==> src/rtl/x86e_pkg.sv <==
// Shared types and codes for the x86-64 encoder with label fixups.
package x86e_pkg;

    localparam logic [4:0] OP_NEW    = 5'd0;
    localparam logic [4:0] OP_BIND   = 5'd1;
    localparam logic [4:0] OP_JMP    = 5'd2;
    localparam logic [4:0] OP_JE     = 5'd3;
    localparam logic [4:0] OP_JNE    = 5'd4;
    localparam logic [4:0] OP_MOVABS = 5'd5;
    localparam logic [4:0] OP_MOV    = 5'd6;
    localparam logic [4:0] OP_ADD    = 5'd7;
    localparam logic [4:0] OP_SUB    = 5'd8;
    localparam logic [4:0] OP_IMUL   = 5'd9;
    localparam logic [4:0] OP_CMP    = 5'd10;
    localparam logic [4:0] OP_PUSH   = 5'd11;
    localparam logic [4:0] OP_POP    = 5'd12;
    localparam logic [4:0] OP_RET    = 5'd13;
    localparam logic [4:0] OP_PROL   = 5'd14;
    localparam logic [4:0] OP_EPIL   = 5'd15;
    localparam logic [4:0] OP_CHECK  = 5'd16;

    localparam logic [2:0] ST_OK      = 3'd0;
    localparam logic [2:0] ST_LABELS  = 3'd1;
    localparam logic [2:0] ST_INVALID = 3'd2;
    localparam logic [2:0] ST_BOUND   = 3'd3;
    localparam logic [2:0] ST_PATCHES = 3'd4;
    localparam logic [2:0] ST_UNBOUND = 3'd5;
    localparam logic [2:0] ST_EARLIER = 3'd6;
    localparam logic [2:0] ST_FULL    = 3'd7;

    localparam logic [7:0] B_REX    = 8'h40;
    localparam logic [7:0] B_REXW   = 8'h08;
    localparam logic [7:0] B_MOVI   = 8'hB8;
    localparam logic [7:0] B_MOV    = 8'h89;
    localparam logic [7:0] B_ADD    = 8'h01;
    localparam logic [7:0] B_SUB    = 8'h29;
    localparam logic [7:0] B_IMUL   = 8'hAF;
    localparam logic [7:0] B_CMP    = 8'h39;
    localparam logic [7:0] B_JMP    = 8'hE9;
    localparam logic [7:0] B_JE     = 8'h84;
    localparam logic [7:0] B_JNE    = 8'h85;
    localparam logic [7:0] B_RET    = 8'hC3;
    localparam logic [7:0] B_ESC    = 8'h0F;
    localparam logic [7:0] B_PUSH   = 8'h50;
    localparam logic [7:0] B_POP    = 8'h58;
    localparam logic [7:0] B_PUSHBP = 8'h55;
    localparam logic [7:0] B_POPBP  = 8'h5D;
    localparam logic [7:0] B_ALUI   = 8'h81;

    typedef logic [10:0][7:0] t_bytes;

    typedef enum logic [2:0] {
        S_IDLE,
        S_LOOK,
        S_EMIT,
        S_SRD,
        S_SLD
    } t_state;

endpackage

==> src/rtl/x86e_encode.sv <==
// Byte image and length of the plain register and stack instructions.
module x86e_encode
    import x86e_pkg::*;
(
    input  logic [4:0]  i_op,
    input  logic [3:0]  i_dst,
    input  logic [3:0]  i_src,
    input  logic [63:0] i_imm,
    output t_bytes      o_bytes,
    output logic [3:0]  o_len
);
    logic [7:0] rex_sd, rex_ds, mod_sd, mod_ds, rex_d;

    assign rex_sd = B_REX | B_REXW | (i_src[3] ? 8'h04 : 8'h00) | (i_dst[3] ? 8'h01 : 8'h00);
    assign rex_ds = B_REX | B_REXW | (i_dst[3] ? 8'h04 : 8'h00) | (i_src[3] ? 8'h01 : 8'h00);
    assign rex_d  = B_REX | B_REXW | (i_dst[3] ? 8'h01 : 8'h00);
    assign mod_sd = {2'b11, i_src[2:0], i_dst[2:0]};
    assign mod_ds = {2'b11, i_dst[2:0], i_src[2:0]};

    always_comb begin
        o_bytes = '0;
        o_len   = 4'd3;
        unique case (i_op)
            OP_MOVABS: begin
                o_bytes[0]   = rex_d;
                o_bytes[1]   = B_MOVI + {5'd0, i_dst[2:0]};
                o_bytes[9:2] = i_imm;
                o_len        = 4'd10;
            end
            OP_MOV:  o_bytes[2:0] = {mod_sd, B_MOV, rex_sd};
            OP_ADD:  o_bytes[2:0] = {mod_sd, B_ADD, rex_sd};
            OP_SUB:  o_bytes[2:0] = {mod_sd, B_SUB, rex_sd};
            OP_CMP:  o_bytes[2:0] = {mod_sd, B_CMP, rex_sd};
            OP_IMUL: begin
                o_bytes[3:0] = {mod_ds, B_IMUL, B_ESC, rex_ds};
                o_len        = 4'd4;
            end
            OP_PUSH, OP_POP: begin
                if (i_dst[3]) begin
                    o_bytes[0] = B_REX | 8'h01;
                    o_bytes[1] = ((i_op == OP_PUSH) ? B_PUSH : B_POP) + {5'd0, i_dst[2:0]};
                    o_len      = 4'd2;
                end else begin
                    o_bytes[0] = ((i_op == OP_PUSH) ? B_PUSH : B_POP) + {5'd0, i_dst[2:0]};
                    o_len      = 4'd1;
                end
            end
            OP_RET: begin
                o_bytes[0] = B_RET;
                o_len      = 4'd1;
            end
            OP_PROL: begin
                o_bytes[3:0] = {8'hE5, B_MOV, B_REX | B_REXW, B_PUSHBP};
                if (i_imm != 64'd0) begin
                    o_bytes[6:4]  = {8'hEC, B_ALUI, B_REX | B_REXW};
                    o_bytes[10:7] = i_imm[31:0];
                    o_len         = 4'd11;
                end else begin
                    o_len = 4'd4;
                end
            end
            OP_EPIL: begin
                o_bytes[4:0] = {B_RET, B_POPBP, 8'hEC, B_MOV, B_REX | B_REXW};
                o_len        = 4'd5;
            end
            default: o_len = 4'd0;
        endcase
    end
endmodule

==> config.mk <==
export PLATFORM = sky130hd
export DESIGN_NAME = x86e_encode
export DESIGN_NICKNAME = d
export VERILOG_FILES = /design/src/rtl/x86e_pkg.sv /design/src/rtl/x86e_encode.sv
export SDC_FILE = /design/constraint.sdc
export NUM_CORES = 1
export LEC_CHECK = 0
export BUFFER_PORTS_ARGS = -buffer_cell sky130_fd_sc_hd__clkbuf_2
export CAP_MARGIN = 15
export CORE_MARGIN = 4
export CORE_UTILIZATION = 36
export DETAILED_ROUTE_END_ITERATION = 16
export PLACE_DENSITY = 0.89
export SETUP_SLACK_MARGIN = 0.02
export SLEW_MARGIN = 20
export SYNTH_ARGS = -nofsm -noshare
export SYNTH_HDL_FRONTEND = slang
export SYNTH_SLANG_ARGS = --single-unit
==> constraint.sdc <==
create_clock -name vclk -period 3.1
set_clock_uncertainty 0.05 [all_clocks]
set_input_delay 0.155 -clock vclk [all_inputs]
set_output_delay 0.155 -clock vclk [all_outputs]
set_load 0.01 [all_outputs]
[After elaboration in Yosys (flattened, before gate mapping)]
Index checks and enable logic that the tools add are counted.
Operators by class
  add/sub/neg operators: 2
  equality and inequality tests: 11
  muxes and demuxes: 18
  bitwise logic cells: 2
  reductions and logical operators: 4
Operators by type and width (number)
  $pmux 40 s2: 1
  $pmux 8 s8: 1
  $reduce_bool 64->1: 1
  $mux 56: 1
  $pmux 8 s7: 1
  $eq 5x4->1 const B: 8
  $pmux 8 s5: 1
  $pmux 8 s4: 1
  $pmux 4 s7: 1
  $mux 8: 3
  $pmux 8 s3: 1
  $eq 5x3->1 const B: 3
  $add 7x3->8: 1
  $add 8x3->8 const A: 1
  $mux 4: 2
  $or 7x8->8: 1
  $or 7x1->7: 1
  $mux 3: 2
  $reduce_or 2->1: 2
  $reduce_or 4->1: 1
  $mux 1: 2
  $mux 2: 1
Storage, ports and cells
  register bits after elaboration: 0
  bits of input ports: 77
  logic and storage cells: 37

[Longest topological paths before layout]
  word-level depth: 5
  depth in mapped cells: 7
  depth with buffers taken out: 4

[Worst setup path after synthesis]
Ideal clock, no wire load.
  path kind: in2out
  start: input i_op[0]
  end: output o_len[0]
  arrival: 1285 ps
  data required time: 2895 ps
  path slack: 1610 ps
  stages on the path: 6
  path buffers: 2
  cell sequence: buf_2 > or3b_1 > a21oi_1 > buf_4 > nor4_1 > o21ai_1
Between the ends
  longest elaborated chain between the ends: 3
RTL lines
  from (decl): RTL line x86e_encode.sv:5  | input logic [4:0] i_op,
  $eq 5x4->1 / $eq 5x3->1 (equally long branches): RTL line x86e_encode.sv:23  | unique case (i_op)
  $reduce_or 4->1 (no source line) / $reduce_or 2->1 (equally long branches)
  $pmux 4 s7 (*): RTL line x86e_encode.sv:23
  to (decl): RTL line x86e_encode.sv:10  | output logic [3:0] o_len
Mark *: on every way between the ends. The rest lies on a longest branch, timed or not.

==> results_dict.tcl <==
set metrics [dict create \
    hold_violations 0 \
    grt-ovfl-total 0 \
    grt_usage_pct 26.6 \
    synthDistinctLibCells 40 \
    fmax_mhz 495 \
    rsz0062_at_grt "no" \
    seq_area_frac_synth_pct 0 \
    synthTopCellsByCount "a22o_1, nor4_1, nand2_1" \
    gp_congestion 0.909 \
    irDropWorstVdd_v 0.0000625 \
    fp.dieW_um 68.2 \
    start_kind "input port" \
    grt_first_pass_wirelength_mm 9.68 \
    drv_slew 0 \
    coreArea_mm2 0.00342 \
    slew_headroom_pct 46.0 \
    yosys.area.top_type_share_pct 17.5 \
    min_period_ns 2.02 \
    wirelength_mm 7.05 \
    io_pins 169 \
    drc 0 \
    path_class "in -> out" \
    antenna_found_initial 0 \
    fin_ws_ns 1.08 \
    antenna_left 0 \
    finalCritPeriodShare_pct 65.2 \
    fin_setup_tns_ns 0 \
    vias_per_cell 6.04 \
    setup_viol 0 \
    path_max_fanout 21 \
    syn_avg_cell_area_um2 6.49 \
    post_cts_resized 0 \
    postSynthCellCount 201 \
    cts_setup_buffers 0 \
    slowest_delay_ns 0.65 \
    start_util_pct 38.2 \
    grt_max_degree 67 \
    vias 2396 \
    synth_nets 278 \
    ctsHoldBuffers 0 \
    yosys_warnings 0 \
    fillers 340 \
    post-place-ws_ns 1.10 \
    synth.most_common_cell "a22o_1" \
    area_growth_pct 65.8 \
    cap_viol_max_count 0 \
    yosysTopAreaCell "a22o_1" \
    cp.required_ns 2.89 \
    die-area_mm2 0.00465 \
    crit_arrival_ns 1.82 \
    grt_pass1_vias 2038 \
    nNetsFinal 430 \
    cp_common_cell "clkbuf_2" \
    holdPathStages 4 \
    multi_input_comb_area_mm2 0.00120 \
    worstMarginPinSlew_ns 0.805 \
    path_cells "clkbuf_2 > nand3b_1 > nor3_2 > buf_12 > a211oi_1 > nand2_1 > clkbuf_2" \
    drive_gt1_share_pct 51.0 \
    rows 21 \
    p_leak_uw 0.00127 \
    syn-cell-area_mm2 0.00130 \
    cp_slowest_cell "nor3_2" \
    synth_area_leaders "a22o_1, nor4_1, a221o_1, and2_1, nor3b_1" \
    clock_buffers 0 \
    ff_latch_area_um2 0 \
    portBuffers 168 \
    cp-end-kind "output pin" \
    drtPass1Iterations 5 \
    antenna_cells 0 \
    status "finished clean" \
    hpwl_mm 5.82 \
    first_iter_violations 219 \
    routedWlPerCell_um 17.8 \
    seq_cells 0 \
    worstHoldPathType "in -> out" \
    power.density_mw_per_mm2 103 \
    die_h_um 68.2 \
]
==> layer usage <==
layer | routed length (um) | up-vias | track usage [%]
li1 | - | 1103 | -
met3 | 704 | 16 | 3.78
met5 | 0 | - | 0
met4 | 149 | 0 | 5.96
met1 | 2560 | 1131 | 29.7
met2 | 3640 | 146 | 51.9
==> worst max-delay path, delay by kind of cell <==
kind / cells / cell delay (ns)
buffers and inverters: 3 / 0.64
and+or+nand+nor: 3 / 0.96
AOI/OAI and AO/OA: 1 / 0.06
==> stage by stage <==
step / utilization (%) / cells / hold WS (ns) / total power, uW / cell area [um^2]
after CTS: 63.3 / 397 / 0.572 / 220 / 2160
after floorplan: - / 201 / 0.371 / 99.8 / 1300
after global routing: 63.3 / 397 / 0.592 / 238 / 2160
after detailed placement: 63.3 / 397 / 0.571 / 219 / 2160
final: 63.3 / 397 / 0.571 / 222 / 2160
after global placement: 63.3 / 397 / 0.566 / 215 / 2160
==> final cells by class <==
class / count / area share [%]
Multi-Input combinational cell: 174 / 55.4
Inverter: 4 / 0.694
Timing Repair Buffer: 173 / 41.2
Tap cell: 46 / 2.66
==> where the power goes <==
group / switching, uW / internal [uW]
clock network: 0 / 0
registers: 0 / 0
logic: 125 / 97.5
==> cells by family after synthesis <==
kind of cell	Yosys count	share of synthesized area, %
buf+inv	27	9.50
mux	1	0.768
fa+ha+maj	1	0.768
compound gates	84	48.8
xor+xnor	1	0.672
simple gates	86	39.3
other cells	1	0.288
==> worst paths after layout <==
path | slack [ns] | start | to
min | 0.57 | i_imm[38] | o_bytes[54]
max | 1.08 | i_op[2] | o_bytes[16]
==> layout by cell type (no fill, tap or decap), types with 5 or more instances in the layout <==
cell	instances
a21o_1	8
a21oi_1	10
a221o_1	9
a22o_1	26
and2_1	12
clkbuf_2	168
nand2_1	14
nand4_1	5
nor2_1	5
nor3b_1	9
nor4_1	17
o21ai_1	12
Power figures use the tool's default switching activity.
