<file path="src/rtl/x86e_pkg.sv">
// Shared types and codes for the x86-64 encoder with label fixups.
package x86e_pkg;

    localparam logic [4:0] OP_NEW    = 5'd0;
    localparam logic [4:0] OP_BIND   = 5'd1;
    localparam logic [4:0] OP_JMP    = 5'd2;
    localparam logic [4:0] OP_JE     = 5'd3;
    localparam logic [4:0] OP_JNE    = 5'd4;
    localparam logic [4:0] OP_MOVABS = 5'd5;
    localparam logic [4:0] OP_MOV    = 5'd6;
    localparam logic [4:0] OP_ADD    = 5'd7;
    localparam logic [4:0] OP_SUB    = 5'd8;
    localparam logic [4:0] OP_IMUL   = 5'd9;
    localparam logic [4:0] OP_CMP    = 5'd10;
    localparam logic [4:0] OP_PUSH   = 5'd11;
    localparam logic [4:0] OP_POP    = 5'd12;
    localparam logic [4:0] OP_RET    = 5'd13;
    localparam logic [4:0] OP_PROL   = 5'd14;
    localparam logic [4:0] OP_EPIL   = 5'd15;
    localparam logic [4:0] OP_CHECK  = 5'd16;

    localparam logic [2:0] ST_OK      = 3'd0;
    localparam logic [2:0] ST_LABELS  = 3'd1;
    localparam logic [2:0] ST_INVALID = 3'd2;
    localparam logic [2:0] ST_BOUND   = 3'd3;
    localparam logic [2:0] ST_PATCHES = 3'd4;
    localparam logic [2:0] ST_UNBOUND = 3'd5;
    localparam logic [2:0] ST_EARLIER = 3'd6;
    localparam logic [2:0] ST_FULL    = 3'd7;

    localparam logic [7:0] B_REX    = 8'h40;
    localparam logic [7:0] B_REXW   = 8'h08;
    localparam logic [7:0] B_MOVI   = 8'hB8;
    localparam logic [7:0] B_MOV    = 8'h89;
    localparam logic [7:0] B_ADD    = 8'h01;
    localparam logic [7:0] B_SUB    = 8'h29;
    localparam logic [7:0] B_IMUL   = 8'hAF;
    localparam logic [7:0] B_CMP    = 8'h39;
    localparam logic [7:0] B_JMP    = 8'hE9;
    localparam logic [7:0] B_JE     = 8'h84;
    localparam logic [7:0] B_JNE    = 8'h85;
    localparam logic [7:0] B_RET    = 8'hC3;
    localparam logic [7:0] B_ESC    = 8'h0F;
    localparam logic [7:0] B_PUSH   = 8'h50;
    localparam logic [7:0] B_POP    = 8'h58;
    localparam logic [7:0] B_PUSHBP = 8'h55;
    localparam logic [7:0] B_POPBP  = 8'h5D;
    localparam logic [7:0] B_ALUI   = 8'h81;

    typedef logic [10:0][7:0] t_bytes;

    typedef enum logic [2:0] {
        S_IDLE,
        S_LOOK,
        S_EMIT,
        S_SRD,
        S_SLD
    } t_state;

endpackage

</file>
<file path="src/rtl/x86e_if.sv">


interface x86e_res_if;
    logic        valid;
    logic        ready;
    logic        has_write;
    logic [15:0] write_offset;
    logic [7:0]  write_byte;
    logic [5:0]  new_label_id;
    logic [2:0]  status;
    logic        last;
    modport source (output valid, has_write, write_offset, write_byte, new_label_id,
                    status, last, input ready);
    modport sink (input valid, has_write, write_offset, write_byte, new_label_id,
                  status, last, output ready);
endinterface

</file>
<file path="src/rtl/x86e_top_dummy_placeholder.sv">
// Registered skid-free result holder between the sequencer and the result channel.
module x86e_outreg
    import x86e_pkg::*;
(
    input  logic        i_clk,
    input  logic        i_rst_n,
    input  logic        i_load,
    input  logic        i_hw,
    input  logic [15:0] i_wofs,
    input  logic [7:0]  i_wb,
    input  logic [5:0]  i_nid,
    input  logic [2:0]  i_st,
    input  logic        i_last,
    output logic        o_free,
    x86e_res_if.source  o_res
);
    logic r_ov;
    assign o_free     = !r_ov || o_res.ready;
    assign o_res.valid = r_ov;

    always_ff @(posedge i_clk) begin
        if (!i_rst_n) begin
            r_ov <= 1'b0;
        end else if (i_load) begin
            r_ov <= 1'b1;
        end else if (o_res.ready) begin
            r_ov <= 1'b0;
        end
    end

    always_ff @(posedge i_clk) begin
        if (i_load) begin
            o_res.has_write    <= i_hw;
            o_res.write_offset <= i_wofs;
            o_res.write_byte   <= i_wb;
            o_res.new_label_id <= i_nid;
            o_res.status       <= i_st;
            o_res.last         <= i_last;
        end
    end
endmodule

</file>
<file path="src/flat_wrapper.sv">
// flat-port wrapper written by rule: the top's interface ports become plain ports
module x86e_outreg_flat import x86e_pkg::*;
  (i_clk, i_rst_n, i_load, i_hw, i_wofs, i_wb, i_nid, i_st, i_last, o_free, o_res_valid, o_res_has_write, o_res_write_offset, o_res_write_byte, o_res_new_label_id, o_res_status, o_res_last, o_res_ready);
  x86e_res_if o_res_i ();
  input  logic i_clk;
  input  logic i_rst_n;
  input  logic i_load;
  input  logic i_hw;
  input  logic [15:0] i_wofs;
  input  logic [7:0] i_wb;
  input  logic [5:0] i_nid;
  input  logic [2:0] i_st;
  input  logic i_last;
  output logic o_free;
  output wire logic [$bits(o_res_i.valid)-1:0] o_res_valid;
  output wire logic [$bits(o_res_i.has_write)-1:0] o_res_has_write;
  output wire logic [$bits(o_res_i.write_offset)-1:0] o_res_write_offset;
  output wire logic [$bits(o_res_i.write_byte)-1:0] o_res_write_byte;
  output wire logic [$bits(o_res_i.new_label_id)-1:0] o_res_new_label_id;
  output wire logic [$bits(o_res_i.status)-1:0] o_res_status;
  output wire logic [$bits(o_res_i.last)-1:0] o_res_last;
  input wire logic [$bits(o_res_i.ready)-1:0] o_res_ready;
  assign o_res_valid = o_res_i.valid;
  assign o_res_has_write = o_res_i.has_write;
  assign o_res_write_offset = o_res_i.write_offset;
  assign o_res_write_byte = o_res_i.write_byte;
  assign o_res_new_label_id = o_res_i.new_label_id;
  assign o_res_status = o_res_i.status;
  assign o_res_last = o_res_i.last;
  assign o_res_i.ready = o_res_ready;
  x86e_outreg u_core (.i_clk(i_clk), .i_rst_n(i_rst_n), .i_load(i_load), .i_hw(i_hw), .i_wofs(i_wofs), .i_wb(i_wb), .i_nid(i_nid), .i_st(i_st), .i_last(i_last), .o_free(o_free), .o_res(o_res_i));
endmodule
</file>
<file path="config.mk">
export PLATFORM = sky130hd
export DESIGN_NAME = x86e_outreg_flat
export DESIGN_NICKNAME = d
export VERILOG_FILES = /design/src/rtl/x86e_pkg.sv /design/src/rtl/x86e_if.sv /design/src/rtl/x86e_top_dummy_placeholder.sv /design/src/flat_wrapper.sv
export SDC_FILE = /design/constraint.sdc
export NUM_CORES = 1
export LEC_CHECK = 0
export BUFFER_PORTS_ARGS = -buffer_cell sky130_fd_sc_hd__buf_2
export CAP_MARGIN = 15
export CORE_UTILIZATION = 39
export DETAILED_ROUTE_END_ITERATION = 6
export PLACE_DENSITY = 0.86
export SLEW_MARGIN = 25
export SYNTH_ARGS = -nofsm -noshare
export SYNTH_HDL_FRONTEND = slang
export SYNTH_SLANG_ARGS = --single-unit
</file>
<file path="constraint.sdc">
create_clock -name i_clk -period 0.8 [get_ports i_clk]
set_input_delay 0.16 -clock i_clk [delete_from_list [all_inputs] [get_ports i_clk]]
set_output_delay 0.16 -clock i_clk [all_outputs]
set_load 0.05 [all_outputs]
</file>
# Word level (Yosys, flattened, before mapping)
# Cells that the tools add are included.
dict set report word_totals {
  wordCells 12
  inputBits 39
  ff_bits 36
}
dict set report op_classes {
  mux 2
  n_reduce_logical 3
}
# operator count
set ops {}
lappend ops {{2-to-1 mux 1 bit} 2}
lappend ops {{nonzero test 2 bit} 1}
lappend ops {{logical NOT 1 bit} 1}
lappend ops {{logical OR 1 bit} 1}

# Longest topological paths before layout
# Gate-level depths: netlist of the first run.
dict set report depth {
  word_depth 2
  depth_mapped 2
  mapped_depth_nobuf 2
}

# Worst setup path before layout of the first run
# Ideal clock, no wire load.
dict set report synth_path {
  kind {reg2reg}
  startpoint {register u_core.o_res.valid (netlist name)}
  endpoint {register u_core.r_ov (netlist: u_core.o_res.valid)}
  t_required_ns 0.733
  setup_time_ns 0.067
  stages_incl_launch_ff 3
  t_arrival_ns 1.037
  setup_slack_ns -0.304
  path_cell_list {dfxtp_1 -> nand2b_4 -> a21boi_2}
}
# item line
set synth_rtl {}
lappend synth_rtl {{end signal, assigned} x86e_top_dummy_placeholder.sv:23} ;# r_ov <= 1'b0;
lappend synth_rtl {{end signal, assigned} x86e_top_dummy_placeholder.sv:25} ;# r_ov <= 1'b1;
lappend synth_rtl {{end signal, assigned} x86e_top_dummy_placeholder.sv:27} ;# r_ov <= 1'b0;
lappend synth_rtl {{end, declared} x86e_top_dummy_placeholder.sv:17} ;# logic r_ov;

# Worst setup path in the final report of the first run
dict set report layout_path {
  startpoint {register u_core.r_ov (netlist: u_core.o_res.valid)}
  endpoint {output o_free}
}
dict set report layout_between {
  elab_chain_len 2
}
# item line
set layout_lines {}
lappend layout_lines {{logical NOT 1 bit} x86e_top_dummy_placeholder.sv:18} ;# assign o_free = !r_ov || o_res.ready;
lappend layout_lines {{logical OR 1 bit} x86e_top_dummy_placeholder.sv:18}
lappend layout_lines {{end, declared} flat_wrapper.sv:14} ;# output logic o_free;
# No other way between the ends.

==> qor.csv, run 1 <==
metric,value,unit
status,finished with violations,
failing checks,negative setup slack,
Placer Congestion,0.679,
largest net degree at the start of global routing,19,
CP arrival,980,ps
clock slew at reported path FFs,100,ps
vias in the first global route,838,
DR vias/cell,4.46,
pre-CTS setup slack,-4.90,ps
insertion delay to the later sink of the worst-skew pair,330,ps
Setup TNS,-9580,ps
Final Cell Area,2180,um^2
Die Y-Extent,55.1,um
TritonCTS clock tree,done,
core box area,2570,um^2
Routed Antenna Nets,0,
register area share after synthesis,97.4,%
CP Class,flip-flop to output pin,
max layer used,met4,
routed wl met3,391,um
gr usage total,24.8,%
synthesized instance count,39,
GR Overflow Total,0,
Layout Nets,196,
hold slack,9.67,ps
Setup-failing EPs final,37,
Starting Density,42.8,%
Mapped Area,1100,um^2
endpoints failing hold,0,
period utilization,143,%
syn nets,78,
Tmin final,1140,ps
met1 wire length,1.24,mm
RSZ-0062 raised after global routing,true,
Final Util,85.1,%
initial antenna violation count,0,
Die W,55.1,um
I/O pin total,76,
H-tree Lvls,2,
Worst Hold Class,input pin to flip-flop,
DR iter-0 viols,16,
final non-filler cell total,188,
Seq cells post-synth,36,
Worst Path Required,640,ps
type of origin of the critical path,flip-flop,
crit path capture type,output pin,
maxcap violations,0,
Total Routed Length,3.32,mm
Synth cell types,5,
synthesized area per cell,28.2,um^2
WL per Instance,17.6,um
worst setup margin,-341,ps
CTS Buf Count,5,
postcts setup bufs,0,
vias,838,
iteration count of the initial detailed-routing pass,4,
pwr/cell area,1990,nW/um^2
share of cells above drive strength 1,53.8,%
met2 WL,1.60,mm
# diodes,0,
Final Power,4.34,mW
Worst-Margin Slew,119,ps
skew final,0,ps
P&R area growth vs syn,98.6,%
drt drc,0,
f_max,0.876,GHz
CP Max Fanout,2,
P_leak,0.931,nW
clk buf depth,2,
die area,3040,um^2
Worst IR Drop VDD,1.78,mV
Post-Place Cell Area,1560,um^2
first-pass GRT wire length,4.41,mm
Clock Sinks,36,
Max-slew headroom,92.1,%
Port Buffers,75,
Final Max Slew Viols,0,
Yosys warnings,0,
Placed Cells,146,
row count,18,
clock root buffer,clkbuf_4,
## worst max-delay path, cell delays in order, from the launching register on
cell and delay (ps):
dfxtp_4 400, nand2b_4 90, buf_8 160
## path summary, 6_finish.rpt
kind / startpoint / to / cells after the start / slack [ps]
worst max-delay path: u_core.o_res.valid / o_free / 2 / -340
worst min-delay path: i_wofs[13] / u_core.o_res.write_offset[13] / 1 / 10
worst max register to register: u_core.o_res.valid / u_core.o_res.valid / 2 / 140
worst min register to register: u_core.o_res.valid / u_core.o_res.valid / 2 / 570
## cell families after synthesis
logic type	share of synthesized area, %
compound gates	1.02
buf+inv	0.341
flops	97.4
simple gates	1.25
## timing repair
action                     in CTS  in global routing
gates cloned                    0                  0
hold endpoints to repair       33                  1
hold buffers                   33                  1
resized for setup              75                  1
setup endpoints to repair      37                 37
## area by class of cell
cell class                 instances  area [um^2]
clock inverter                     1         3.75
timing repair buffer             111          995
clock buffer                       7         45.0
tap                               30         37.5
sequential                        36         1070
inverter                           1         3.75
multi-input combinational          2         25.0
fill                             112          383
## cell usage in the layout, fill, tap and decap left out
| cell type | n |
|---|---|
| clkbuf_4 | 5 |
| dfxtp_4 | 1 |
| edfxtp_1 | 35 |
| nand2b_4 | 1 |
| clkinv_1 | 1 |
| buf_6 | 35 |
| buf_12 | 2 |
| a21boi_2 | 1 |
| clkbuf_1 | 2 |
| dlygate4sd3_1 | 34 |
| inv_1 | 1 |
| buf_2 | 38 |
| buf_8 | 2 |
## state kept, by name, indices dropped and copies added, names as in the netlist
register and flops:
u_core.o_res.write_offset 16, u_core.o_res.write_byte 8, u_core.o_res.new_label_id 6, u_core.o_res.status 3, u_core.o_res.has_write 1, u_core.o_res.last 1
u_core.o_res.valid 1
## layer usage
layer	vias up	global-route usage, %
met1	373	26.9
met3	6	11.2
met2	68	39.4
met5	-	0
li1	391	-
met4	0	15.4
## report_power, final
part	internal, mW	switching (mW)
Clock	0.338	0.539
Sequential	2.23	0.0787
Combinational	0.472	0.680
Total	3.04	1.30
## cell usage after synthesis, drive strengths merged
| library cell | instances | area (um^2) |
|---|---|---|
| edfxtp | 35 | 1050 |
| nand2b | 1 | 13.8 |
| inv | 1 | 3.75 |
| a21boi | 1 | 11.3 |
| dfxtp | 1 | 20.0 |
Power figures use the tool's default switching activity.
==> run 2, diff against run 1 <==
SKIP_LAST_GASP = 1   (was unset)
==> run 2 against run 1 <==
Compared with the run above: the run still ends with negative setup slack left; fmax grew 3.6%; largest cell class unchanged; clock power grew 0.9%; highest routed layer unchanged; sequential share of layout area is the same; setup slack gained 40 ps; global-route usage grew 0.18 points; die area is the same; first-iteration DRC count shrank 6.3%; flip-flop and latch count is the same; register-to-register slack is essentially flat; non-clock buffer count is the same; critical path depth shrank 1; final area is the same.
==> qor.csv, run 2 (synthesized netlist as in run 1, its figures left out) <==
metric,value,unit
status,finished with violations,
failing checks,negative setup slack,
row count,18,
P&R area growth vs syn,98.6,%
"commonest non-fill, non-tap cells in the layout","buf_2 (38), buf_6 (35), edfxtp_1 (35)",
Routed Antenna Nets,0,
r2r worst-path depth,2,
worst hold endpoint,u_core.o_res.write_offset[13],
crit path capture type,output pin,
die area,3040,um^2
Total Routed Length,3.20,mm
hold wc startpoint,i_wofs[13],
Net Switching,1.30,mW
Crit path buffers/inverters,1,
pre-CTS setup slack,-4.90,ps
WL per Instance,17.0,um
period utilization,138,%
core box area,2570,um^2
vias,834,
CP Max Fanout,1,
combinational power share,26.5,%
insertion delay to the later sink of the worst-skew pair,320,ps
Layout Nets,196,
initial antenna violation count,0,
Final Power,4.35,mW
register area,1070,um^2
largest net degree at the start of global routing,19,
number of flip-flops under the largest register name,16,
clock slew at reported path FFs,100,ps
Placer Congestion,0.679,
DR vias/cell,4.44,
hold slack,28.3,ps
f_max,0.908,GHz
Die Y-Extent,55.1,um
crit-path cells,buf_6,
Final Max Slew Viols,0,
Tmin final,1100,ps
Slowest cell on crit path,edfxtp_1,
Fill cells,118,
GR Overflow Total,0,
worst r2r src,u_core.o_res.valid,
CP arrival,940,ps
sw frac,30.0,%
Worst Path Required,640,ps
Worst IR Drop VDD,1.53,mV
Worst-Margin Slew,122,ps
CP Class,flip-flop to output pin,
hold path cells,1,
Multi-input gate area,25.0,um^2
CTS Buf Count,5,
vias in the first global route,909,
Sequential Power Share,53.1,%
type of origin of the critical path,flip-flop,
# diodes,0,
Port Buffers,75,
Max-slew headroom,91.9,%
Worst path depth,1,
drt drc,0,
Clock Sinks,36,
Starting Density,42.8,%
pwr/cell area,1990,nW/um^2
endpoints failing hold,0,
maxcap violations,0,
DR iter-0 viols,15,
clk buf depth,2,
first-pass GRT wire length,4.47,mm
RSZ-0062 raised after global routing,true,
H-tree Lvls,2,
I/O pin total,76,
clock power share,20.4,%
Setup TNS,-9300,ps
Die W,55.1,um
Setup-failing EPs final,37,
iteration count of the initial detailed-routing pass,4,
"commonest non-fill, non-tap cell in the layout",buf_2,
clock root buffer,clkbuf_4,
Top reg by flops,u_core.o_res.write_offset,
reg2reg setup slack,130,ps
gr usage total,25.0,%
Internal Power,3.04,mW
worst setup margin,-301,ps
worst r2r dst,u_core.o_res.valid,
share of cells above drive strength 1,53.8,%
CP top delay family,flip-flops,
Worst Hold Class,input pin to flip-flop,
postcts setup bufs,0,
P_leak,0.931,nW
biggest regs,"u_core.o_res.write_offset (16), u_core.o_res.write_byte (8), u_core.o_res.new_label_id (6)",
TritonCTS clock tree,done,
skew final,0,ps
Worst path max stage delay,440,ps
run 2: through the flow:
stage	std cells	util, %	cell area [um^2]
after CTS	187	84.4	2170
after global placement	146	60.6	1560
after detailed placement	146	60.6	1560
after global routing	188	85.1	2180
after floorplan	39	-	1100
final	188	85.1	2180
run 2: worst max path at each step:
stage                             startpoint                     end  slack (ps)
6_report       u_core.o_res.write_offset[15]  o_res_write_offset[15]        -300
5_1_grt                   u_core.o_res.valid                  o_free        -340
4_1_cts        u_core.o_res.write_offset[15]  o_res_write_offset[15]        -300
3_5_place_dp              u_core.o_res.valid                  o_free          -5
3_3_place_gp              u_core.o_res.valid                  o_free        0.01
2_1_floorplan             u_core.o_res.valid      u_core.o_res.valid          20
run 2: layer usage:
metal	vias to the layer above	global-route usage, %	routed length (um)
li1	391	-	-
met2	69	39.4	1510
met3	6	13.1	386
met5	-	0	0
met4	0	12.5	75
met1	368	27.5	1230
run 2: repair_timing:
action / in CTS / in global routing
hold buffers: 33 / 1
hold endpoints to repair: 33 / 1
pin swaps: 0 / 0
gates resized for setup: 74 / 2
endpoints found under the setup margin: 37 / 37
run 2: final cells by class:
class,instances,area share [%]
flip-flops and latches,36,49.2
repair buffers,111,45.5
clock buffers,7,2.06
well taps,30,1.72
multi-input cells,2,1.15
clock inverters,1,0.172
inverters,1,0.172
run 2: power groups by stage:
| stage | sequential [mW] | combinational [mW] | clock, mW |
|---|---|---|---|
| after floorplan | 2.84 | 0.0186 | 0 |
| after global placement | 2.30 | 0.817 | 0 |
| after detailed placement | 2.30 | 0.825 | 0 |
| after CTS | 2.30 | 1.12 | 0.905 |
| after global routing | 2.32 | 1.19 | 0.986 |
| final | 2.31 | 1.15 | 0.885 |
==> run 3, diff against run 2 <==
BUFFER_PORTS_ARGS = unset   (was -buffer_cell sky130_fd_sc_hd__buf_2)
CAP_MARGIN = 10   (was 15)
CORE_UTILIZATION = 45   (was 39)
DONT_BUFFER_PORTS = 1   (was unset)
PLACE_DENSITY = 0.7   (was 0.86)
SETUP_SLACK_MARGIN = 0.1   (was unset)
==> run 3 against run 2 <==
Compared with the run above: the flow now stops in 4_1_cts; synthesized area unchanged; synthesized cell count unchanged.
==> qor.csv, run 3 <==
metric,value,unit
status,aborted with a tool error,
Stop stage,4_1_cts,
Stop Error,"[ERROR DPL-0038] Utilization greater than 100%, impossible to legalize",
Mapped Area,1100,um^2
ranking of synthesized cells by area,"edfxtp_1 (96%), dfxtp_1 (1.8%), nand2b_4 (1.3%)",
"Hold-fix buffers, CTS",37,
"EDFF count, synth",35,
Resize count post-CTS,2,
dominant cell type by area after synthesis,edfxtp_1,
syn nets,78,
top cell type's share of synthesized area,95.6,%
Die Y-Extent,51.4,um
Clock Sinks,36,
Die W,51.4,um
Yosys warnings,0,
postcts setup bufs,0,
synthesized area per cell,28.2,um^2
most common cell in the netlist,edfxtp_1,
Async SR Flop Fraction,0,%
Placed Cells,103,
Seq cells post-synth,36,
register area share after synthesis,97.4,%
Placer Congestion,0.606,
Post-synth top cells,"edfxtp_1 (35), a21boi_2 (1), dfxtp_1 (1), inv_1 (1), nand2b_4 (1)",
synthesized instance count,39,
clk buf depth,2,
H-tree Lvls,2,
CTS Buf Count,5,
Post-Place Cell Area,1850,um^2
Synth cell types,5,
row count,17,
clock root buffer,clkbuf_4,
Starting Density,48.8,%
Port Buffers,0,
top_reg_cell synth,edfxtp_1,
I/O pin total,76,
==> run 3: kinds of logic after synthesis <==
family                 Yosys count  synth area share, %
buffers and inverters            1                0.341
DFF                             36                 97.4
AOI/OAI and AO/OA                1                 1.02
and+or+nand+nor                  1                 1.25
==> run 3: through the flow <==
step                setup WS, ps  hold slack [ps]
detailed placement          47.3              259
global placement            71.3              259
floorplan                   15.8              259
==> run 4, diff against run 3 <==
CORE_UTILIZATION = 30   (was 45)
PLACE_DENSITY = unset   (was 0.7)
PLACE_DENSITY_LB_ADDON = 0.15   (was unset)
SETUP_SLACK_MARGIN = unset   (was 0.1)
==> run 4 against run 3 <==
Compared with the run above: the flow now finishes, with violations (negative hold slack, negative setup slack).
==> qor.csv, run 4 (synthesized netlist as in run 1, its figures left out) <==
metric,value,unit
Placed Cells,121,
CP Max Fanout,1,
vias,662,
largest net degree at the start of global routing,37,
row count,21,
CTS Buf Count,5,
Worst IR Drop VDD,1.34,mV
crit path capture type,output pin,
DR vias/cell,3.99,
TritonCTS clock tree,done,
period utilization,138,%
Starting Density,32.2,%
clock slew at reported path FFs,100,ps
iteration count of the initial detailed-routing pass,4,
skew final,0,ps
P_leak,0.898,nW
reg2reg setup slack,80,ps
drt drc,0,
Port Buffers,0,
clock root buffer,clkbuf_4,
Placer Congestion,0.642,
Layout Nets,158,
Final Power,4.82,mW
CP arrival,950,ps
Worst Path Required,640,ps
Crit path buffers/inverters,1,
share of cells above drive strength 1,37.5,%
"commonest non-fill, non-tap cells in the layout","dlygate4sd3_1 (37), buf_12 (35), edfxtp_1 (35)",
combinational power share,26.0,%
clock power share,25.1,%
f_max,0.903,GHz
insertion delay to the later sink of the worst-skew pair,330,ps
P&R area growth vs syn,111,%
hold slack,-69.7,ps
Total Routed Length,2.37,mm
number of flip-flops under the largest register name,16,
failing checks,"negative hold slack, negative setup slack",
status,finished with violations,
Final Util,68.0,%
Worst-Margin Slew,178,ps
maxcap violations,0,
RSZ-0062 raised after global routing,true,
CP Class,flip-flop to output pin,
Post-Place Cell Area,1870,um^2
Routed Antenna Nets,0,
CP top delay family,flip-flops,
"commonest non-fill, non-tap cell in the layout",dlygate4sd3_1,
Final Cell Area,2320,um^2
vias in the first global route,713,
Tmin final,1110,ps
first-pass GRT wire length,3.85,mm
initial antenna violation count,0,
Final Max Slew Viols,0,
Slowest cell on crit path,edfxtp_1,
Setup-failing EPs final,37,
Max-slew headroom,88.2,%
Die Y-Extent,62.5,um
sw frac,26.9,%
WL per Instance,14.3,um
Worst path max stage delay,440,ps
Sequential Power Share,48.9,%
endpoints failing hold,35,
Die W,62.5,um
I/O pin total,76,
Top reg by flops,u_core.o_res.write_offset,
Worst Hold Class,input pin to flip-flop,
H-tree Lvls,2,
Internal Power,3.52,mW
biggest regs,"u_core.o_res.write_offset (16), u_core.o_res.write_byte (8), u_core.o_res.new_label_id (6)",
gr usage total,13.8,%
"Hold-fix buffers, CTS",37,
die area,3910,um^2
pwr/cell area,2080,nW/um^2
final non-filler cell total,166,
type of origin of the critical path,flip-flop,
core box area,3420,um^2
Net Switching,1.30,mW
worst setup margin,-308,ps
# diodes,0,
clk buf depth,2,
Clock Sinks,36,
GR Overflow Total,0,
DR iter-0 viols,9,
crit-path cells,buf_12,
postcts setup bufs,0,
## run 4: metal layers
layer  vias up  share of wire [%]  global-route usage, %
met4         0                1.7                   6.10
li1        311                  -                      -
met3         4                 11                   7.30
met5         -                  0                      0
met2        48                 55                   23.6
met1       299                 32                   13.7
## run 4: area by class of cell
| type | count | area, um^2 |
|---|---|---|
| clock buffers | 5 | 37.5 |
| multi-input cells | 2 | 25.0 |
| repair buffers | 73 | 1090 |
| flip-flops and latches | 36 | 1070 |
| fillers | 251 | 1090 |
| well taps | 46 | 57.6 |
| clock inverters | 3 | 37.5 |
| inverters | 1 | 3.75 |
## run 4: final timing paths
| path | startpoint | end | cells after the start |
|---|---|---|---|
| max | u_core.o_res.write_byte[2] | o_res_write_byte[2] | 1 |
| max reg2reg | u_core.o_res.valid | u_core.o_res.valid | 2 |
| min reg2reg | u_core.o_res.valid | u_core.o_res.valid | 2 |
| min | i_load | u_core.o_res.status[1] | 0 |
## run 4: power by group through the flow
stage	clock network [mW]	registers (mW)	logic, mW
2_1_floorplan	0	2.84	0.0186
3_3_place_gp	0	2.40	1.11
3_5_place_dp	0	2.40	1.11
4_1_cts	1.25	2.36	1.26
5_1_grt	1.34	2.37	1.28
6_report	1.21	2.36	1.25
## run 4: through the flow
stage / setup TNS (ps) / setup WS (ps)
floorplan: 0 / 15.8
global placement: 0 / 70.8
detailed placement: 0 / 49.5
CTS: -11680 / -342
global route: -12530 / -362
finish: -10680 / -308
## run 4: what timing repair did
item | in CTS | in global routing
gates resized for setup | 2 | 0
setup endpoints to repair | 37 | 37
hold endpoints to repair | 71 | 35
